**src/rtl/lmfc_pkg.sv**
```systemverilog
// Shared types and constants for the move-to-front LRU cache.
package lmfc_pkg;

    localparam int KEY_W         = 31;
    localparam int HANDLE_W      = 32;
    localparam int ENTRIES_DEF   = 8;

    localparam logic MODE_LOOKUP = 1'b0;
    localparam logic MODE_FILL   = 1'b1;

    typedef struct packed {
        logic                valid;
        logic [KEY_W-1:0]    key;
        logic [HANDLE_W-1:0] handle;
    } slot_t;

    typedef struct packed {
        logic capture;  // latch key compare for the transaction being accepted
        logic shift;    // update pass: take neighbor slot unless a match sits ahead
    } cell_ctrl_t;

endpackage

```
**src/rtl/lru_move_to_front_cache_core.sv**
```systemverilog
// Top level of the fully associative move-to-front LRU cache.
//
// Usage:
//   A transaction is accepted at the rising edge where start is high and
//   busy is low; mode, key and handle are sampled there. mode = lookup
//   searches for key; mode = fill writes handle into the front slot if it is valid.
//   Each transaction returns exactly one result: done is high for one
//   cycle and hit, found_handle, evicted, evicted_handle and evicted_key
//   are valid in that cycle only. The receiver cannot stall.
// Timing:
//   Accept edge: every slot compares its key with the input key.
//   Next cycle (busy high): the match chain runs down the row of cells,
//   slots move back, and the result is registered.
//   done is high the cycle after that.
//   A new start is not taken while busy is high; the next start can be taken in the
//   same cycle that done is shown. The compare register in each cell followed
//   by the ripple through ENTRIES cells is why busy is raised after acceptance.
// Reset:
//   rst_n clears all slots (cache empty), busy and done.
module lru_move_to_front_cache_core #(
    parameter int ENTRIES = lmfc_pkg::ENTRIES_DEF
) (
    input  logic                           clk,
    input  logic                           rst_n,
    input  logic                           start,
    output logic                           busy,
    input  logic                           mode,
    input  logic [lmfc_pkg::KEY_W-1:0]     key,
    input  logic [lmfc_pkg::HANDLE_W-1:0]  handle,
    output logic                           done,
    output logic                           hit,
    output logic [lmfc_pkg::HANDLE_W-1:0]  found_handle,
    output logic                           evicted,
    output logic [lmfc_pkg::HANDLE_W-1:0]  evicted_handle,
    output logic [lmfc_pkg::KEY_W-1:0]     evicted_key
);
    import lmfc_pkg::*;

    logic                busy_reg;
    logic                busy_next;
    logic                op_mode_reg;
    logic [KEY_W-1:0]    op_key_reg;
    logic [HANDLE_W-1:0] op_handle_reg;

    logic                done_reg;
    logic                done_next;
    logic                hit_reg;
    logic                hit_next;
    logic [HANDLE_W-1:0] found_reg;
    logic [HANDLE_W-1:0] found_next;
    logic                ev_reg;
    logic                ev_next;
    logic [HANDLE_W-1:0] ev_handle_reg;
    logic [HANDLE_W-1:0] ev_handle_next;
    logic [KEY_W-1:0]    ev_key_reg;
    logic [KEY_W-1:0]    ev_key_next;

    logic                accept;
    logic                upd_lookup;
    logic                upd_fill;

    slot_t               slots [ENTRIES];
    slot_t               front_in;
    cell_ctrl_t          ctrl  [ENTRIES];
    logic                before_chain [ENTRIES+1];
    logic [HANDLE_W-1:0] acc_chain    [ENTRIES+1];
    logic                chain_hit;
    slot_t               last_slot;

    assign accept     = start && !busy_reg;
    assign upd_lookup = busy_reg && (op_mode_reg == MODE_LOOKUP);
    assign upd_fill   = busy_reg && (op_mode_reg == MODE_FILL);

    assign before_chain[0] = 1'b0;
    assign acc_chain[0]    = '0;
    assign chain_hit       = before_chain[ENTRIES];
    assign last_slot       = slots[ENTRIES-1];

    // Front cell takes the looked-up key (with its old handle on a hit),
    // or keeps its key and takes the new handle on a fill.
    always_comb
    begin
        if (op_mode_reg == MODE_FILL)
        begin
            front_in.valid  = slots[0].valid;
            front_in.key    = slots[0].key;
            front_in.handle = op_handle_reg;
        end
        else
        begin
            front_in.valid  = 1'b1;
            front_in.key    = op_key_reg;
            front_in.handle = acc_chain[ENTRIES];  // zero on a miss
        end
    end

    generate
        for (genvar s = 0; s < ENTRIES; s++)
        begin : g_cell
            slot_t prev_slot;

            if (s == 0)
            begin : g_front
                assign prev_slot     = front_in;
                // fill into an empty front slot is ignored
                assign ctrl[s].shift = upd_lookup || (upd_fill && slots[0].valid);
            end
            else
            begin : g_rest
                assign prev_slot     = slots[s-1];
                assign ctrl[s].shift = upd_lookup;
            end
            assign ctrl[s].capture = accept;

            lmfc_cell u_cell (
                .clk        (clk),
                .rst_n      (rst_n),
                .ctrl       (ctrl[s]),
                .in_key     (key),
                .prev       (prev_slot),
                .before_in  (before_chain[s]),
                .acc_in     (acc_chain[s]),
                .slot       (slots[s]),
                .before_out (before_chain[s+1]),
                .acc_out    (acc_chain[s+1])
            );
        end
    endgenerate

    always_comb
    begin
        busy_next      = busy_reg;
        done_next      = 1'b0;
        hit_next       = hit_reg;
        found_next     = found_reg;
        ev_next        = ev_reg;
        ev_handle_next = ev_handle_reg;
        ev_key_next    = ev_key_reg;
        if (accept)
        begin
            busy_next = 1'b1;
        end
        if (busy_reg)
        begin
            busy_next      = 1'b0;
            done_next      = 1'b1;
            hit_next       = upd_lookup && chain_hit;
            found_next     = upd_lookup ? acc_chain[ENTRIES] : '0;
            // a miss drops the last slot; report it only if it held a handle
            ev_next        = upd_lookup && !chain_hit && last_slot.valid
                             && (last_slot.handle != '0);
            ev_handle_next = ev_next ? last_slot.handle : '0;
            ev_key_next    = ev_next ? last_slot.key : '0;
        end
    end

    always_ff @(posedge clk or negedge rst_n)
    begin
        if (!rst_n)
        begin
            busy_reg      <= 1'b0;
            done_reg      <= 1'b0;
            op_mode_reg   <= MODE_LOOKUP;
            op_key_reg    <= '0;
            op_handle_reg <= '0;
            hit_reg       <= 1'b0;
            found_reg     <= '0;
            ev_reg        <= 1'b0;
            ev_handle_reg <= '0;
            ev_key_reg    <= '0;
        end
        else
        begin
            busy_reg      <= busy_next;
            done_reg      <= done_next;
            if (accept)
            begin
                op_mode_reg   <= mode;
                op_key_reg    <= key;
                op_handle_reg <= handle;
            end
            hit_reg       <= hit_next;
            found_reg     <= found_next;
            ev_reg        <= ev_next;
            ev_handle_reg <= ev_handle_next;
            ev_key_reg    <= ev_key_next;
        end
    end

    assign busy           = busy_reg;
    assign done           = done_reg;
    assign hit            = hit_reg;
    assign found_handle   = found_reg;
    assign evicted        = ev_reg;
    assign evicted_handle = ev_handle_reg;
    assign evicted_key    = ev_key_reg;

    // every accepted transaction finishes in the cycle after busy
    a_busy_then_done: assert property (@(posedge clk) disable iff (!rst_n)
        busy_reg |=> done_reg)
        else $error("busy cycle not followed by done");

    a_done_not_busy: assert property (@(posedge clk) disable iff (!rst_n)
        done_reg |-> !busy_reg)
        else $error("done while still busy");

    a_hit_no_evict: assert property (@(posedge clk) disable iff (!rst_n)
        done_reg && hit_reg |-> !ev_reg)
        else $error("hit and eviction in one transaction");

    a_miss_zero_handle: assert property (@(posedge clk) disable iff (!rst_n)
        done_reg && !hit_reg |-> found_reg == '0)
        else $error("nonzero handle without a hit");

    a_front_valid: assert property (@(posedge clk) disable iff (!rst_n)
        done_reg && (op_mode_reg == MODE_LOOKUP) |-> slots[0].valid)
        else $error("front slot invalid after lookup");

endmodule

```
**src/rtl/lmfc_cell.sv**
```systemverilog
// One cache slot: key compare, match/handle chain link and move-back register.
module lmfc_cell (
    input  logic                           clk,
    input  logic                           rst_n,
    input  lmfc_pkg::cell_ctrl_t           ctrl,
    input  logic [lmfc_pkg::KEY_W-1:0]     in_key,
    input  lmfc_pkg::slot_t                prev,
    input  logic                           before_in,
    input  logic [lmfc_pkg::HANDLE_W-1:0]  acc_in,
    output lmfc_pkg::slot_t                slot,
    output logic                           before_out,
    output logic [lmfc_pkg::HANDLE_W-1:0]  acc_out
);
    import lmfc_pkg::*;

    slot_t slot_reg;
    slot_t slot_next;
    logic  match_reg;
    logic  match_next;
    logic  first;

    // frontmost match: this slot matched and nothing ahead did
    assign first      = match_reg & ~before_in;
    assign before_out = before_in | match_reg;
    assign acc_out    = first ? slot_reg.handle : acc_in;

    always_comb
    begin
        slot_next  = slot_reg;
        match_next = match_reg;
        if (ctrl.capture)
        begin
            match_next = slot_reg.valid && (slot_reg.key == in_key);
        end
        if (ctrl.shift && !before_in)
        begin
            slot_next = prev;
        end
    end

    always_ff @(posedge clk or negedge rst_n)
    begin
        if (!rst_n)
        begin
            slot_reg  <= '0;
            match_reg <= 1'b0;
        end
        else
        begin
            slot_reg  <= slot_next;
            match_reg <= match_next;
        end
    end

    assign slot = slot_reg;

endmodule
```
**config.mk**
```make
export PLATFORM = sky130hd
export DESIGN_NAME = lru_move_to_front_cache_core
export DESIGN_NICKNAME = d
export VERILOG_FILES = /design/src/rtl/lmfc_pkg.sv /design/src/rtl/lru_move_to_front_cache_core.sv /design/src/rtl/lmfc_cell.sv
export SDC_FILE = /design/constraint.sdc
export NUM_CORES = 1
export LEC_CHECK = 0
export BUFFER_PORTS_ARGS = -buffer_cell sky130_fd_sc_hd__buf_2
export CAP_MARGIN = 40
export CORE_ASPECT_RATIO = 0.9
export CORE_MARGIN = 2
export CORE_UTILIZATION = 60
export CTS_CLUSTER_SIZE = 40
export DETAILED_ROUTE_END_ITERATION = 8
export GPL_TIMING_DRIVEN = 0
export PLACE_DENSITY_LB_ADDON = 0.15
export SETUP_SLACK_MARGIN = 0.4
export SYNTH_ARGS = -nofsm -noshare
export SYNTH_HDL_FRONTEND = slang
export SYNTH_SLANG_ARGS = --single-unit
export TNS_END_PERCENT = 1
```
**constraint.sdc**
```tcl
create_clock -name clk -period 5.15 [get_ports clk]
set_input_delay 0.2575 -clock clk [delete_from_list [all_inputs] [get_ports clk]]
set_output_delay 0.2575 -clock clk [all_outputs]
set_load 0.1 [all_outputs]
```
==> results_dict.tcl <==
set metrics [dict create \
    fin_cells 3595 \
    critPathTopFamily "buffers and inverters" \
    clock_path_buffers 3 \
    syn_area_um2 30960 \
    root_buffer "clkbuf_16" \
    fin_skew_ps 22.21 \
    syn-num-nets 2661 \
    clkLatencyLatePin_ps 630 \
    drc 0 \
    ys.flop_type "dfrtp_1" \
    place_area_um2 32870 \
    grt_max_degree 126 \
    grt_use_total_pct 36.46 \
    met1_length_um 41470 \
    path_cells "clkbuf_1 > nor2b_1 > clkbuf_1 > nand3_1 > nor3b_1 > buf_2 > buf_2 > nand2_1 > nand3_1" \
    antenna_cells 0 \
    ys_seq_elements 683 \
    fin_crit_ps 3804 \
    critPathRequiredTime_ps 5700 \
    antenna_found_initial 1 \
    cpPeakStageDelay_ps 840 \
    cellPowerDensity_nw_per_um2 530.6 \
    post_cts_buffers 0 \
    wl_met3_um 9039 \
    design_area_um2 35580 \
    drtPass1Iterations 8 \
    async_flop_share_pct 100.0 \
    ys_types 51 \
    hpwl_um 68770 \
    drtIter0Drc 2606 \
    fp.coreArea_um2 50650 \
    drv_cap 0 \
    initial_core_util_pct 61.12 \
    seq_area_um2 17090 \
    peakVddDrop_mv 0.5023 \
    fmax_mhz 262.9 \
    layout.nets 2932 \
    area_delta_synth_final_pct 14.95 \
    final_common_cell "dfrtp_1" \
    grt_pass1_vias 23310 \
    path_clk_slew_ps 60 \
    yosysWarnings 0 \
    via_per_inst 6.444 \
    num_vias 23170 \
    most-common-layout-cells "dfrtp_1, mux2_2, nand2_1" \
    largest_reg_flops 512 \
    dp_cells 3433 \
    synth_edf_count 0 \
    port_buffers 134 \
    hold_violations 0 \
    total_power_uw 18880 \
    dieArea_um2 53430 \
    min_path_type "input port to flop" \
    postCtsResizedCells 0 \
    drt_wl_total_um 95860 \
    tightest_slew_ps 951.4 \
    ant_nets 0 \
    htreeDepth 3 \
    rsz0062_at_grt "false" \
    drv_slew 0 \
    num-fill-cells 3628 \
    hold_buffers 36 \
    clock_sinks 683 \
    place_congestion 0.9817 \
    seq_area_frac_synth_pct 55.21 \
    io_pins 166 \
    cpMaxStageDelayCell "nor3b_1" \
    outcome "finished clean" \
    highest_layer "met5" \
    row_count 78 \
    tritoncts "yes" \
    fin_crit_sh_pct 73.87 \
    multi_input_area_um2 13020 \
    slew_headroom_pct 36.57 \
    synthCells 2594 \
    routedWlPerCell_um 26.67 \
    grt_pass1_wl_um 145300 \
    start_kind "flop" \
    critPathArrivalTime_ps 4350 \
    route.met2.wl_um 41590 \
    die_width_um 243.4 \
    crit_fanout 10 \
    leakage_uw 0.01666 \
    worstSetupEndpointType "flop" \
    setup_viol 0 \
    die_h_um 219.5 \
    cts-buffers-inserted 69 \
    overflow 0 \
    worst-path-buf-inv 4 \
    synth.avg_cell_area_um2 11.93 \
    drive_above_1_share_pct 26.35 \
    crit_type "flop to flop" \
]
==> final timing paths <==
check | end | slack [ps] | start | cells past startpoint
max | g_cell[0].u_cell.slot[31] | 1350 | busy | 9
min | op_key_reg[29] | 50 | key[29] | 4
max reg2reg | g_cell[0].u_cell.slot[31] | 1350 | busy | 9
min reg2reg | g_cell[0].u_cell.slot[50] | 460 | op_key_reg[18] | 2
max in group asynchronous | found_handle[6] | 3560 | rst_n | 4
min in group asynchronous | evicted_key[16] | 80 | rst_n | 2
==> layout make-up <==
class,instances,area share (%)
Clock buffer,109,6.048
Timing Repair Buffer,200,4.174
Multi-Input combinational cell,1703,36.58
Tap cell,680,2.391
Clock inverter,12,0.3903
Sequential cell,683,48.03
Inverter,9,0.09494
Buffer,199,2.293
==> synth_stat cells, types with 3 or more instances <==
cell,n,area share [%]
nor2b_1,6,0.12
buf_1,7,0.085
a221oi_1,4,0.11
nand3b_1,30,0.73
clkbuf_1,152,1.8
a21oi_1,81,1.3
nand2b_1,59,1.2
nor3_1,3,0.048
a211oi_1,29,0.70
a221o_1,28,0.91
or2_2,3,0.061
o31ai_1,6,0.15
a22oi_1,6,0.15
dfrtp_1,683,55
o22ai_1,3,0.061
a211o_1,28,0.79
inv_1,7,0.085
buf_2,37,0.60
mux2_2,446,16
buf_6,3,0.11
a22o_1,63,1.8
nor4_1,59,1.2
a222oi_1,29,0.94
nand3_1,39,0.63
o211ai_1,5,0.12
nor2_1,11,0.13
xor2_1,51,1.4
nand4_1,58,1.2
xnor2_1,197,5.6
o21ai_0,12,0.19
a21oi_2,9,0.25
a311oi_1,29,0.82
nand2_1,390,4.7
==> worst register-to-register path, stage by stage (launching register included) <==
cell	delay (ps)
dfrtp_1	430
clkbuf_1	320
nor2b_1	170
clkbuf_1	570
nand3_1	280
nor3b_1	840
buf_2	410
buf_2	420
nand2_1	170
nand3_1	110
==> routing by layer <==
layer | global-route usage, % | up-vias
li1 | - | 9793
met1 | 52.95 | 11880
met2 | 53.17 | 1235
met3 | 8.951 | 254
met4 | 14.15 | 2
met5 | 0 | -
==> metrics by stage <==
stage	hold slack, ps	TNS, ps	setup WS [ps]	utilization, %
2_1_floorplan	-38.09	0	2322	-
3_3_place_gp	445.1	-6790270	-10030	64.12
3_5_place_dp	125.0	0	1561	64.90
4_1_cts	42.30	0	1490	70.13
5_1_grt	55.71	0	1392	70.25
6_report	51.82	0	1346	70.25
==> cells by family after synthesis <==
kind of cell | Yosys count | share of synthesized area, %
simple gates | 669 | 10.31
buf+inv | 208 | 2.744
compound gates | 340 | 8.496
xor+xnor | 248 | 7.016
flops | 683 | 55.21
mux | 446 | 16.22
==> power breakdown <==
part           internal [uW]  leakage [uW]  switching [uW]
clock network           3010       0.00113            2100
registers               7090       0.00898            1820
logic                   2160       0.00654            2700
total                  12300        0.0167            6620
Power figures use the tool's default switching activity.
